[src/sv/c_string_literal_escaper_unit_defines.svh]
// ----------------------------------------------------------------------------
// c_string_literal_escaper_unit_defines
// Assertion macros shared by the escaper RTL.
// ----------------------------------------------------------------------------
`ifndef C_STRING_LITERAL_ESCAPER_UNIT_DEFINES_SVH
`define C_STRING_LITERAL_ESCAPER_UNIT_DEFINES_SVH

// same-cycle implication, checked outside reset
`define CSLE_ASSERT_SAME(lbl, ante, cons) \
    lbl: assert property (@(posedge i_clk) disable iff (!i_rst_n) (ante) |-> (cons)) \
        else $error("csle assertion failed");

// next-cycle implication, checked outside reset
`define CSLE_ASSERT_NEXT(lbl, ante, cons) \
    lbl: assert property (@(posedge i_clk) disable iff (!i_rst_n) (ante) |=> (cons)) \
        else $error("csle assertion failed");

`endif

[src/sv/csle_pkg.sv]
`timescale 1ns / 1ps
// ----------------------------------------------------------------------------
// csle_pkg
// Types, character codes and lookup functions of the string literal escaper.
// ----------------------------------------------------------------------------
package csle_pkg;

    localparam logic [7:0] LINE_RESET  = 8'd80;
    localparam logic [7:0] LINE_MAX    = 8'd128;
    localparam logic [7:0] PRINT_LOW   = 8'd32;
    localparam logic [7:0] PRINT_HIGH  = 8'd126;
    localparam logic [7:0] NAMED_LOW   = 8'd7;
    localparam logic [7:0] NAMED_HIGH  = 8'd13;

    localparam logic [7:0] CH_SPACE  = 8'h20;
    localparam logic [7:0] CH_QUOTE  = 8'h22;
    localparam logic [7:0] CH_BSLASH = 8'h5C;
    localparam logic [7:0] CH_X      = 8'h78;
    localparam logic [7:0] CH_NL     = 8'h0A;
    localparam logic [7:0] CH_ZERO   = 8'h30;
    localparam logic [7:0] CH_A_OFS  = 8'h57;   // 'a' - 10

    typedef struct packed {
        logic [7:0] in_byte;
        logic       end_of_file;
    } t_in_word;

    typedef struct packed {
        logic [7:0] out_char;
        logic       last_char;
    } t_out_word;

    typedef enum logic [1:0] {
        ESC_PLAIN,
        ESC_SLASH,
        ESC_NAMED,
        ESC_HEX
    } t_esc;

    // one classified byte, handed from front to back
    typedef struct packed {
        logic       open_line;
        logic       mode_break;
        t_esc       kind;
        logic [7:0] data;
        logic       close_line;
    } t_desc;

    typedef enum logic [1:0] {
        PH_OPEN,
        PH_BRK,
        PH_ESC,
        PH_CLOSE
    } t_phase;

    typedef struct packed {
        logic full;
        logic empty;
    } t_q_stat;

    // letter for control codes 7..13, indexed from 0
    function automatic logic [7:0] named_letter(input logic [2:0] idx);
        logic [7:0] ch;
        unique case (idx)
            3'd0:    ch = 8'h61; // a
            3'd1:    ch = 8'h62; // b
            3'd2:    ch = 8'h74; // t
            3'd3:    ch = 8'h6E; // n
            3'd4:    ch = 8'h76; // v
            3'd5:    ch = 8'h66; // f
            3'd6:    ch = 8'h72; // r
            default: ch = 8'h72;
        endcase
        return ch;
    endfunction

    function automatic logic [7:0] hex_char(input logic [3:0] nib);
        logic [7:0] ch;
        if (nib < 4'd10) begin
            ch = CH_ZERO + {4'h0, nib};
        end else begin
            ch = CH_A_OFS + {4'h0, nib};
        end
        return ch;
    endfunction

endpackage

[src/sv/c_string_literal_escaper_unit.sv]
// An accepted word is written into the queue; the back end takes it from the head
// and registers one character per cycle while the output is not held. A byte
// turns into 1 to 12 characters (1 plain, 2 short escape, 4 hex, +3 line open,
// +3 mode break, +2 line close), set by the character sequencer in the back end.
// Input is taken while the queue has room. Reset (i_rst_n low, synchronous):
// queue emptied, hex mode and line position cleared, line_bytes back to 80.
`timescale 1ns / 1ps
// ----------------------------------------------------------------------------
// c_string_literal_escaper_unit
// Turns raw file bytes into the characters of a C string literal.
// ----------------------------------------------------------------------------
`include "c_string_literal_escaper_unit_defines.svh"

module c_string_literal_escaper_unit #(
    parameter int QUEUE_DEPTH = 2
) (
    input  logic                i_clk,
    input  logic                i_rst_n,
    input  logic                i_cfg_we,
    input  logic [7:0]          i_cfg_wdata,
    input  logic                i_in_valid,
    output logic                o_in_ready,
    input  csle_pkg::t_in_word  i_in_word,
    output logic                o_out_valid,
    input  logic                i_out_ready,
    output csle_pkg::t_out_word o_out_word
);

    csle_pkg::t_q_stat w_q_stat;
    csle_pkg::t_desc   w_push_desc;
    csle_pkg::t_desc   w_head_desc;
    logic              w_push;
    logic              w_pop;

    csle_front u_front (
        .i_clk       (i_clk),
        .i_rst_n     (i_rst_n),
        .i_cfg_we    (i_cfg_we),
        .i_cfg_wdata (i_cfg_wdata),
        .i_in_valid  (i_in_valid),
        .o_in_ready  (o_in_ready),
        .i_in_word   (i_in_word),
        .i_q_stat    (w_q_stat),
        .o_push      (w_push),
        .o_desc      (w_push_desc)
    );

    csle_queue #(
        .DEPTH (QUEUE_DEPTH)
    ) u_queue (
        .i_clk   (i_clk),
        .i_rst_n (i_rst_n),
        .i_push  (w_push),
        .i_wdata (w_push_desc),
        .i_pop   (w_pop),
        .o_rdata (w_head_desc),
        .o_stat  (w_q_stat)
    );

    csle_back u_back (
        .i_clk        (i_clk),
        .i_rst_n      (i_rst_n),
        .i_desc       (w_head_desc),
        .i_desc_valid (!w_q_stat.empty),
        .o_pop        (w_pop),
        .o_out_valid  (o_out_valid),
        .i_out_ready  (i_out_ready),
        .o_out_word   (o_out_word)
    );

    // a word mid-sequence keeps the output stream going without a bubble
    `CSLE_ASSERT_NEXT(a_no_bubble, o_out_valid && i_out_ready && !o_out_word.last_char, o_out_valid)
    // an accepted word is always in the queue the next cycle
    `CSLE_ASSERT_NEXT(a_push_lands, i_in_valid && o_in_ready, !w_q_stat.empty)
    // a pop only happens on a real, queued word
    `CSLE_ASSERT_SAME(a_pop_nonempty, w_pop, !w_q_stat.empty && !(w_q_stat.full && w_q_stat.empty))

endmodule

[src/sv/csle_front.sv]
`timescale 1ns / 1ps
// ----------------------------------------------------------------------------
// csle_front
// Accepts input words, classifies the byte and tracks line and hex state.
// ----------------------------------------------------------------------------
module csle_front (
    input  logic               i_clk,
    input  logic               i_rst_n,
    input  logic               i_cfg_we,
    input  logic [7:0]         i_cfg_wdata,
    input  logic               i_in_valid,
    output logic               o_in_ready,
    input  csle_pkg::t_in_word i_in_word,
    input  csle_pkg::t_q_stat  i_q_stat,
    output logic               o_push,
    output csle_pkg::t_desc    o_desc
);

    logic [7:0] r_line_bytes;
    logic       r_hex_mode;
    logic [6:0] r_line_pos;
    logic [6:0] n_line_pos;

    csle_pkg::t_esc w_kind;
    logic [7:0]     w_limit;
    logic [7:0]     w_pos_inc;
    logic           w_is_hex;
    logic           w_close;

    always_comb begin
        if (i_in_word.in_byte == csle_pkg::CH_BSLASH ||
            i_in_word.in_byte == csle_pkg::CH_QUOTE) begin
            w_kind = csle_pkg::ESC_SLASH;
        end else if (i_in_word.in_byte >= csle_pkg::NAMED_LOW &&
                     i_in_word.in_byte <= csle_pkg::NAMED_HIGH) begin
            w_kind = csle_pkg::ESC_NAMED;
        end else if (i_in_word.in_byte >= csle_pkg::PRINT_LOW &&
                     i_in_word.in_byte <= csle_pkg::PRINT_HIGH) begin
            w_kind = csle_pkg::ESC_PLAIN;
        end else begin
            w_kind = csle_pkg::ESC_HEX;
        end
    end

    always_comb begin
        if (r_line_bytes == 8'd0) begin
            w_limit = 8'd1;
        end else if (r_line_bytes > csle_pkg::LINE_MAX) begin
            w_limit = csle_pkg::LINE_MAX;
        end else begin
            w_limit = r_line_bytes;
        end
    end

    assign w_is_hex  = (w_kind == csle_pkg::ESC_HEX);
    assign w_pos_inc = {1'b0, r_line_pos} + 8'd1;
    assign w_close   = i_in_word.end_of_file || (w_pos_inc >= w_limit);
    assign n_line_pos = w_close ? 7'd0 : w_pos_inc[6:0];

    assign o_in_ready = !i_q_stat.full;
    assign o_push     = i_in_valid && o_in_ready;

    always_comb begin
        o_desc.open_line  = (r_line_pos == 7'd0);
        o_desc.mode_break = (w_is_hex != r_hex_mode);
        o_desc.kind       = w_kind;
        o_desc.data       = i_in_word.in_byte;
        o_desc.close_line = w_close;
    end

    always_ff @(posedge i_clk) begin
        if (!i_rst_n) begin
            r_line_bytes <= csle_pkg::LINE_RESET;
        end else if (i_cfg_we) begin
            r_line_bytes <= i_cfg_wdata;
        end
    end

    // hex mode survives end of file; reset clears it, and each accepted byte sets it to its own kind
    always_ff @(posedge i_clk) begin
        if (!i_rst_n) begin
            r_hex_mode <= 1'b0;
            r_line_pos <= 7'd0;
        end else if (o_push) begin
            r_hex_mode <= w_is_hex;
            r_line_pos <= n_line_pos;
        end
    end

endmodule

[src/sv/csle_queue.sv]
`timescale 1ns / 1ps
// ----------------------------------------------------------------------------
// csle_queue
// Small register FIFO of classified words between front and back.
// ----------------------------------------------------------------------------
module csle_queue #(
    parameter int DEPTH = 2
) (
    input  logic              i_clk,
    input  logic              i_rst_n,
    input  logic              i_push,
    input  csle_pkg::t_desc   i_wdata,
    input  logic              i_pop,
    output csle_pkg::t_desc   o_rdata,
    output csle_pkg::t_q_stat o_stat
);

    localparam int AW = $clog2(DEPTH);
    localparam int CW = $clog2(DEPTH + 1);

    csle_pkg::t_desc r_mem [DEPTH];
    logic [AW-1:0]   r_wr_ptr;
    logic [AW-1:0]   r_rd_ptr;
    logic [CW-1:0]   r_count;
    logic [AW-1:0]   n_wr_ptr;
    logic [AW-1:0]   n_rd_ptr;

    assign o_stat.full  = (r_count == CW'(DEPTH));
    assign o_stat.empty = (r_count == '0);
    assign o_rdata      = r_mem[r_rd_ptr];

    assign n_wr_ptr = (r_wr_ptr == AW'(DEPTH - 1)) ? '0 : r_wr_ptr + 1'b1;
    assign n_rd_ptr = (r_rd_ptr == AW'(DEPTH - 1)) ? '0 : r_rd_ptr + 1'b1;

    always_ff @(posedge i_clk) begin
        if (i_push) begin
            r_mem[r_wr_ptr] <= i_wdata;
        end
    end

    always_ff @(posedge i_clk) begin
        if (!i_rst_n) begin
            r_wr_ptr <= '0;
            r_rd_ptr <= '0;
            r_count  <= '0;
        end else begin
            if (i_push) begin
                r_wr_ptr <= n_wr_ptr;
            end
            if (i_pop) begin
                r_rd_ptr <= n_rd_ptr;
            end
            if (i_push && !i_pop) begin
                r_count <= r_count + 1'b1;
            end else if (i_pop && !i_push) begin
                r_count <= r_count - 1'b1;
            end
        end
    end

endmodule

[src/sv/csle_back.sv]
`timescale 1ns / 1ps
// ----------------------------------------------------------------------------
// csle_back
// Walks one classified word through open, break, escape and close phases,
// one character per cycle into the output register while the output is not held.
// ----------------------------------------------------------------------------
module csle_back (
    input  logic                i_clk,
    input  logic                i_rst_n,
    input  csle_pkg::t_desc     i_desc,
    input  logic                i_desc_valid,
    output logic                o_pop,
    output logic                o_out_valid,
    input  logic                i_out_ready,
    output csle_pkg::t_out_word o_out_word
);

    csle_pkg::t_phase r_phase;
    csle_pkg::t_phase n_phase;
    csle_pkg::t_phase w_eff;
    logic [1:0]       r_sub;
    logic [1:0]       n_sub;
    logic [1:0]       w_last_sub;
    logic             w_at_end;
    logic             w_last;
    logic             w_step;
    logic [7:0]       w_char;
    logic [7:0]       w_named_idx;

    logic                r_out_valid;
    csle_pkg::t_out_word r_out_word;

    assign w_step = i_desc_valid && (!r_out_valid || i_out_ready);
    assign o_pop  = w_step && w_last;

    // skip phases this word does not use
    always_comb begin
        unique case (r_phase)
            csle_pkg::PH_OPEN: begin
                if (i_desc.open_line) begin
                    w_eff = csle_pkg::PH_OPEN;
                end else if (i_desc.mode_break) begin
                    w_eff = csle_pkg::PH_BRK;
                end else begin
                    w_eff = csle_pkg::PH_ESC;
                end
            end
            csle_pkg::PH_BRK: begin
                w_eff = i_desc.mode_break ? csle_pkg::PH_BRK : csle_pkg::PH_ESC;
            end
            default: w_eff = r_phase;
        endcase
    end

    always_comb begin
        unique case (w_eff)
            csle_pkg::PH_OPEN, csle_pkg::PH_BRK: w_last_sub = 2'd2;
            csle_pkg::PH_CLOSE:                  w_last_sub = 2'd1;
            default: begin
                unique case (i_desc.kind)
                    csle_pkg::ESC_PLAIN: w_last_sub = 2'd0;
                    csle_pkg::ESC_HEX:   w_last_sub = 2'd3;
                    default:             w_last_sub = 2'd1;
                endcase
            end
        endcase
    end

    assign w_at_end = (r_sub == w_last_sub);
    assign w_last   = w_at_end && ((w_eff == csle_pkg::PH_CLOSE) ||
                      (w_eff == csle_pkg::PH_ESC && !i_desc.close_line));

    // next state
    always_comb begin
        n_phase = r_phase;
        n_sub   = r_sub;
        if (w_step) begin
            if (w_last) begin
                n_phase = csle_pkg::PH_OPEN;
                n_sub   = 2'd0;
            end else if (w_at_end) begin
                n_sub = 2'd0;
                unique case (w_eff)
                    csle_pkg::PH_OPEN: n_phase = csle_pkg::PH_BRK;
                    csle_pkg::PH_BRK:  n_phase = csle_pkg::PH_ESC;
                    default:           n_phase = csle_pkg::PH_CLOSE;
                endcase
            end else begin
                n_sub = r_sub + 2'd1;
            end
        end
    end

    assign w_named_idx = i_desc.data - csle_pkg::NAMED_LOW;

    // character for the current phase and step
    always_comb begin
        unique case (w_eff)
            csle_pkg::PH_OPEN: begin
                w_char = (r_sub == 2'd2) ? csle_pkg::CH_QUOTE : csle_pkg::CH_SPACE;
            end
            csle_pkg::PH_BRK: begin
                w_char = (r_sub == 2'd1) ? csle_pkg::CH_SPACE : csle_pkg::CH_QUOTE;
            end
            csle_pkg::PH_CLOSE: begin
                w_char = (r_sub == 2'd0) ? csle_pkg::CH_QUOTE : csle_pkg::CH_NL;
            end
            default: begin
                unique case (i_desc.kind)
                    csle_pkg::ESC_PLAIN: w_char = i_desc.data;
                    csle_pkg::ESC_SLASH: begin
                        w_char = (r_sub == 2'd0) ? csle_pkg::CH_BSLASH : i_desc.data;
                    end
                    csle_pkg::ESC_NAMED: begin
                        w_char = (r_sub == 2'd0) ? csle_pkg::CH_BSLASH :
                                 csle_pkg::named_letter(w_named_idx[2:0]);
                    end
                    default: begin
                        case (r_sub)
                            2'd0:    w_char = csle_pkg::CH_BSLASH;
                            2'd1:    w_char = csle_pkg::CH_X;
                            2'd2:    w_char = csle_pkg::hex_char(i_desc.data[7:4]);
                            default: w_char = csle_pkg::hex_char(i_desc.data[3:0]);
                        endcase
                    end
                endcase
            end
        endcase
    end

    always_ff @(posedge i_clk) begin
        if (!i_rst_n) begin
            r_phase     <= csle_pkg::PH_OPEN;
            r_sub       <= 2'd0;
            r_out_valid <= 1'b0;
        end else begin
            r_phase <= n_phase;
            r_sub   <= n_sub;
            if (w_step) begin
                r_out_valid <= 1'b1;
            end else if (i_out_ready) begin
                r_out_valid <= 1'b0;
            end
        end
    end

    always_ff @(posedge i_clk) begin
        if (w_step) begin
            r_out_word.out_char  <= w_char;
            r_out_word.last_char <= w_last;
        end
    end

    assign o_out_valid = r_out_valid;
    assign o_out_word  = r_out_word;

endmodule

[config.mk]
export PLATFORM = sky130hd
export DESIGN_NAME = c_string_literal_escaper_unit
export DESIGN_NICKNAME = d
export VERILOG_FILES = /design/src/sv/csle_pkg.sv /design/src/sv/c_string_literal_escaper_unit.sv /design/src/sv/csle_front.sv /design/src/sv/csle_queue.sv /design/src/sv/csle_back.sv
export VERILOG_INCLUDE_DIRS = /design/src /design/src/sv
export SDC_FILE = /design/constraint.sdc
export NUM_CORES = 1
export LEC_CHECK = 0
export BUFFER_PORTS_ARGS = -buffer_cell sky130_fd_sc_hd__buf_4
export CORE_MARGIN = 2
export CORE_UTILIZATION = 40
export DETAILED_ROUTE_END_ITERATION = 8
export GPL_TIMING_DRIVEN = 0
export MAX_ROUTING_LAYER = met4
export SLEW_MARGIN = 5
export SYNTH_ARGS = -nofsm -noshare
export SYNTH_HDL_FRONTEND = slang
export SYNTH_HIERARCHICAL = 1
export SYNTH_SLANG_ARGS = --single-unit
[constraint.sdc]
create_clock -name i_clk -period 3.3 [get_ports i_clk]
set_input_delay 0.66 -clock i_clk [delete_from_list [all_inputs] [get_ports i_clk]]
set_output_delay 0.66 -clock i_clk [all_outputs]
set_load 0.02 [all_outputs]
==> results.txt <==
----------------------------------------------------
[Worst setup path]
  Crit-path slowest cell ... sky130_fd_sc_hd__mux2_2
  Minimum setup slack among reg-to-reg paths ... 0.41 ns
  Number of cells on the worst reg-to-reg path ... 11
  Worst path max stage delay ... 0.42 ns
  Setup crit start kind ... flop
  Nature of the critical path endpoint ... flop
  Critical setup path kind ... reg -> reg
  CP Max Fanout ... 10
  CP cell instances ... buf_2 > mux2_2 > a211o_1 > a21o_1 > nand2_1 > a32oi_2 > nor2_1 > inv_1 > ha_1 > or3_1 > a21boi_1
  Worst setup path end ... u_queue/r_count[1]
  WP data arrival ... 3.15 ns
  Required time worst endpoint ... 3.56 ns
  Reg-to-Reg End ... u_queue/r_count[1]

[Route]
  DRT antenna net count ... 0
  Vias ... 2768
  Post-Route WL ... 7.13 mm
  Detailed-routing iteration count for the pre-antenna-repair pass ... 4
  Initial drt markers ... 113
  Remaining routing DRC violations ... 0
  Mean routed wirelength per cell ... 13.5 um
  Vias per cell ... 5.26

[Finish]
  Final core utilization ... 46.6%
  Inserted Diodes ... 0
  Area of combinational cells with multiple inputs ... 1910 um^2
  Filler Cells Inserted ... 860
  Area growth syn-to-layout ... 14.9%
  Total area of sequential cells ... 1570 um^2
  Layout cell share with drive strength beyond 1 ... 23.4%
  Number of nets in the layout ... 454

[Floorplan]
  Core area ... 9110 um^2
  Overall die width ... 100 um
  Total I/O pin count ... 33
  FP Rows ... 35
  Die H ... 100 um
  Starting density of the core ... 40.5%
  Die Footprint ... 10000 um^2

[Logic synthesis]
  Cell taking the most area after synthesis ... sky130_fd_sc_hd__edfxtp_1
  Post-synth cell types ... 68
  Number of instances in the synthesized netlist ... 368
  Warning count from the yosys run ... 6
  Share of flip-flops with an asynchronous set or reset after synthesis ... 0%
  Flop and latch count out of synthesis ... 61
  Fraction of the yosys area taken by sequential cells ... 42.6%
  Avg Inst Size Synth ... 10.0 um^2
  Post-synthesis net count ... 412
  Ranking of synthesized cells by area ... sky130_fd_sc_hd__edfxtp_1 28%, sky130_fd_sc_hd__dfxtp_1 14%, sky130_fd_sc_hd__ha_1 7.5%
  Top cell type's share of synthesized area ... 28.5%
  Number of synthesized flops with an enable pin ... 35
  Synth Flop Type ... sky130_fd_sc_hd__edfxtp_1
  Syn Std Cell Area ... 3690 um^2

[Clock tree]
  Number of clock buffers inserted by TritonCTS ... 9
  H-tree depth ... 3
  TritonCTS clock tree ... yes
  Post-CTS setup buffer count ... 0
  Post_cts resized ... 0
  Clock latency on the worst-skew pair ... 0.32 ns
  Clock Pin Slew Worst Setup and Hold Paths ... 0.07 ns
  Clock Sink Count ... 61
  Bufs on Longest Clock Path ... 2
  Cts-stage hold buffer count ... 0
  Root buf cell ... sky130_fd_sc_hd__clkbuf_8

[Timing]
  Setup repair after global routing missed its margin ... false
  Timing-limited maximum frequency ... 0.345 GHz
  Total setup violations reported at the end of the flow ... 0
  Slew Limit Fails ... 0
  Worst slew slack as a fraction of its limit ... 51.1%
  Worst Tran Pin Value ... 0.730 ns
  Final setup slack of the worst path ... 0.405 ns
  Final hold vios ... 0
  Min Tclk post-route ... 2.89 ns
  Post-Route Skew ... 0.00875 ns
  Period Utilization, post-route ... 87.7%
  Setup TNS ... 0 ns

[Pwr]
  Worst vdd ir ... 199 uV
  Cell leakage power ... 1.69 nW
  Total power divided by cell area ... 489 nW/um^2

[Global routing]
  Global route total overflow ... 0
  Antenna violations before repair ... 0
  First-pass GRT wire length ... 12.6 mm
  Vias in the first global route ... 2667
  Global routing usage summed across all routing layers ... 16.1%
  Largest net degree at the start of global routing ... 15

[Placement]
  Pre-CTS setup slack ... 0.415 ns
  Count of input and output buffers ... 31
  Detailed-placement wirelength estimate ... 5.25 mm
  Global placer's final weighted congestion ... 0.847

[Worst hold path]
  Worst min-delay path category ... reg -> reg

[Flow run]
  # Max-Cap Violations ... 0

[Outcome]
  Status ... complete, no violations

----------------------------------------------------
[where the power goes]
group          switching (mW)  leakage, nW  internal, mW  total (mW)
clock                   0.286       0.0934         0.319       0.605
combinational           0.317         1.06         0.221       0.538
sequential             0.0391        0.539         0.892       0.931
total                   0.642         1.69          1.43        2.07
[metrics by stage]
step | cell area [um^2] | instances | hold WS [ns] | power (mW)
6_report | 4240 | 526 | 0.492 | 2.07
4_1_cts | 4240 | 526 | 0.498 | 2.09
3_5_place_dp | 4060 | 510 | 0.489 | 1.48
5_1_grt | 4240 | 526 | 0.532 | 2.20
2_1_floorplan | 3690 | 368 | 0.460 | 1.33
3_3_place_gp | 4060 | 510 | 0.473 | 1.47
[sequential cells by signal, indices dropped and copies added, names as in the netlist, named ones only]
name,count
u_front/r_hex_mode,1
u_front/r_line_bytes,8
u_queue/r_rd_ptr,1
u_back/o_out_valid,1
u_queue/r_wr_ptr,1
u_back/o_out_word,9
u_queue/r_count,2
u_back/r_phase,2
u_front/r_line_pos,7
u_queue/r_mem,26
u_back/r_sub,2
[synthesized netlist by cell type, types with 2 or more instances]
| library cell | n |
|---|---|
| sky130_fd_sc_hd__ha_1 | 22 |
| sky130_fd_sc_hd__buf_6 | 2 |
| sky130_fd_sc_hd__a211o_1 | 2 |
| sky130_fd_sc_hd__buf_2 | 5 |
| sky130_fd_sc_hd__dfxtp_1 | 26 |
| sky130_fd_sc_hd__a2bb2oi_2 | 2 |
| sky130_fd_sc_hd__nand2_1 | 33 |
| sky130_fd_sc_hd__mux2i_1 | 9 |
| sky130_fd_sc_hd__xor2_1 | 5 |
| sky130_fd_sc_hd__o22ai_1 | 5 |
| sky130_fd_sc_hd__or3_1 | 3 |
| sky130_fd_sc_hd__nand2_2 | 2 |
| sky130_fd_sc_hd__inv_1 | 20 |
| sky130_fd_sc_hd__nor2_1 | 28 |
| sky130_fd_sc_hd__nor3_1 | 10 |
| sky130_fd_sc_hd__and3_1 | 4 |
| sky130_fd_sc_hd__buf_4 | 9 |
| sky130_fd_sc_hd__a32o_1 | 5 |
| sky130_fd_sc_hd__o21ai_0 | 13 |
| sky130_fd_sc_hd__a21o_1 | 2 |
| sky130_fd_sc_hd__nor2b_1 | 15 |
| sky130_fd_sc_hd__clkbuf_1 | 5 |
| sky130_fd_sc_hd__o211ai_1 | 4 |
| sky130_fd_sc_hd__nand2b_1 | 2 |
| sky130_fd_sc_hd__o221a_2 | 2 |
| sky130_fd_sc_hd__edfxtp_1 | 35 |
| sky130_fd_sc_hd__o21a_1 | 3 |
| sky130_fd_sc_hd__xnor2_1 | 7 |
| sky130_fd_sc_hd__nand3_1 | 6 |
| sky130_fd_sc_hd__nand4_1 | 3 |
| sky130_fd_sc_hd__nor4_1 | 2 |
| sky130_fd_sc_hd__a31oi_1 | 5 |
| sky130_fd_sc_hd__a21oi_1 | 19 |
| sky130_fd_sc_hd__o21ai_1 | 2 |
| sky130_fd_sc_hd__a211oi_1 | 2 |
| sky130_fd_sc_hd__mux2_2 | 13 |
| sky130_fd_sc_hd__and2_1 | 5 |
[routing by layer]
metal,GRT usage [%],share of wire [%],vias up
li1,-,-,1419
met1,21.7,48,1284
met2,24.5,47,61
met3,3.34,4.0,4
met4,4.95,0.62,0
met5,-,0,-
[layout make-up]
cell class	instances	area share [%]
Buffer	22	3.27
Clock buffer	13	3.77
Clock inverter	3	0.413
Inverter	20	1.77
Multi-Input combinational cell	265	45.0
Sequential cell	61	37.0
Tap cell	111	3.27
Timing Repair Buffer	31	5.48
[logic make-up after synthesis]
kind of cell	Yosys count	synth area share, %
muxes	22	6.40
AOI/OAI and AO/OA	86	17.9
adders and majority gates	22	7.45
and+or+nand+nor	123	17.0
DFF	61	42.6
xor gates and xnor gates	12	2.85
buffers and inverters	42	5.79
[cell usage in the layout, fill, tap and decap left out, types with 6 or more instances in the layout]
cell                       count
sky130_fd_sc_hd__nor2b_1      14
sky130_fd_sc_hd__dfxtp_1      26
sky130_fd_sc_hd__xnor2_1       7
sky130_fd_sc_hd__mux2i_1       9
sky130_fd_sc_hd__edfxtp_1     35
sky130_fd_sc_hd__a21oi_1      19
sky130_fd_sc_hd__ha_1         22
sky130_fd_sc_hd__buf_4        40
sky130_fd_sc_hd__nor2_1       28
sky130_fd_sc_hd__nand3_1       6
sky130_fd_sc_hd__inv_1        20
sky130_fd_sc_hd__mux2_2       13
sky130_fd_sc_hd__o21ai_0      13
sky130_fd_sc_hd__clkbuf_8      9
sky130_fd_sc_hd__nor3_1       10
sky130_fd_sc_hd__clkbuf_1      8
sky130_fd_sc_hd__nand2_1      33
[critical path: cells and delay by family (launching register included)]
family | cells | cell delay (ns)
AOI/OAI and AO/OA | 4 | 0.70
buffers and inverters | 2 | 0.35
muxes | 1 | 0.42
and+or+nand+nor | 3 | 0.65
DFF | 1 | 0.39
adders and majority gates | 1 | 0.31
[worst min path at each step]
stage	startpoint	end	slack, ns	cells after the start
floorplan	u_front/r_hex_mode	u_front/r_hex_mode	0.46	2
global placement	u_front/r_hex_mode	u_front/r_hex_mode	0.47	2
detailed placement	u_front/r_hex_mode	u_front/r_hex_mode	0.49	2
CTS	u_front/r_hex_mode	u_front/r_hex_mode	0.50	2
global route	i_cfg_wdata[6]	u_front/r_line_bytes[6]	0.53	3
finish	u_front/r_hex_mode	u_front/r_hex_mode	0.49	2
No activity file was read; power rests on OpenSTA's default activity.
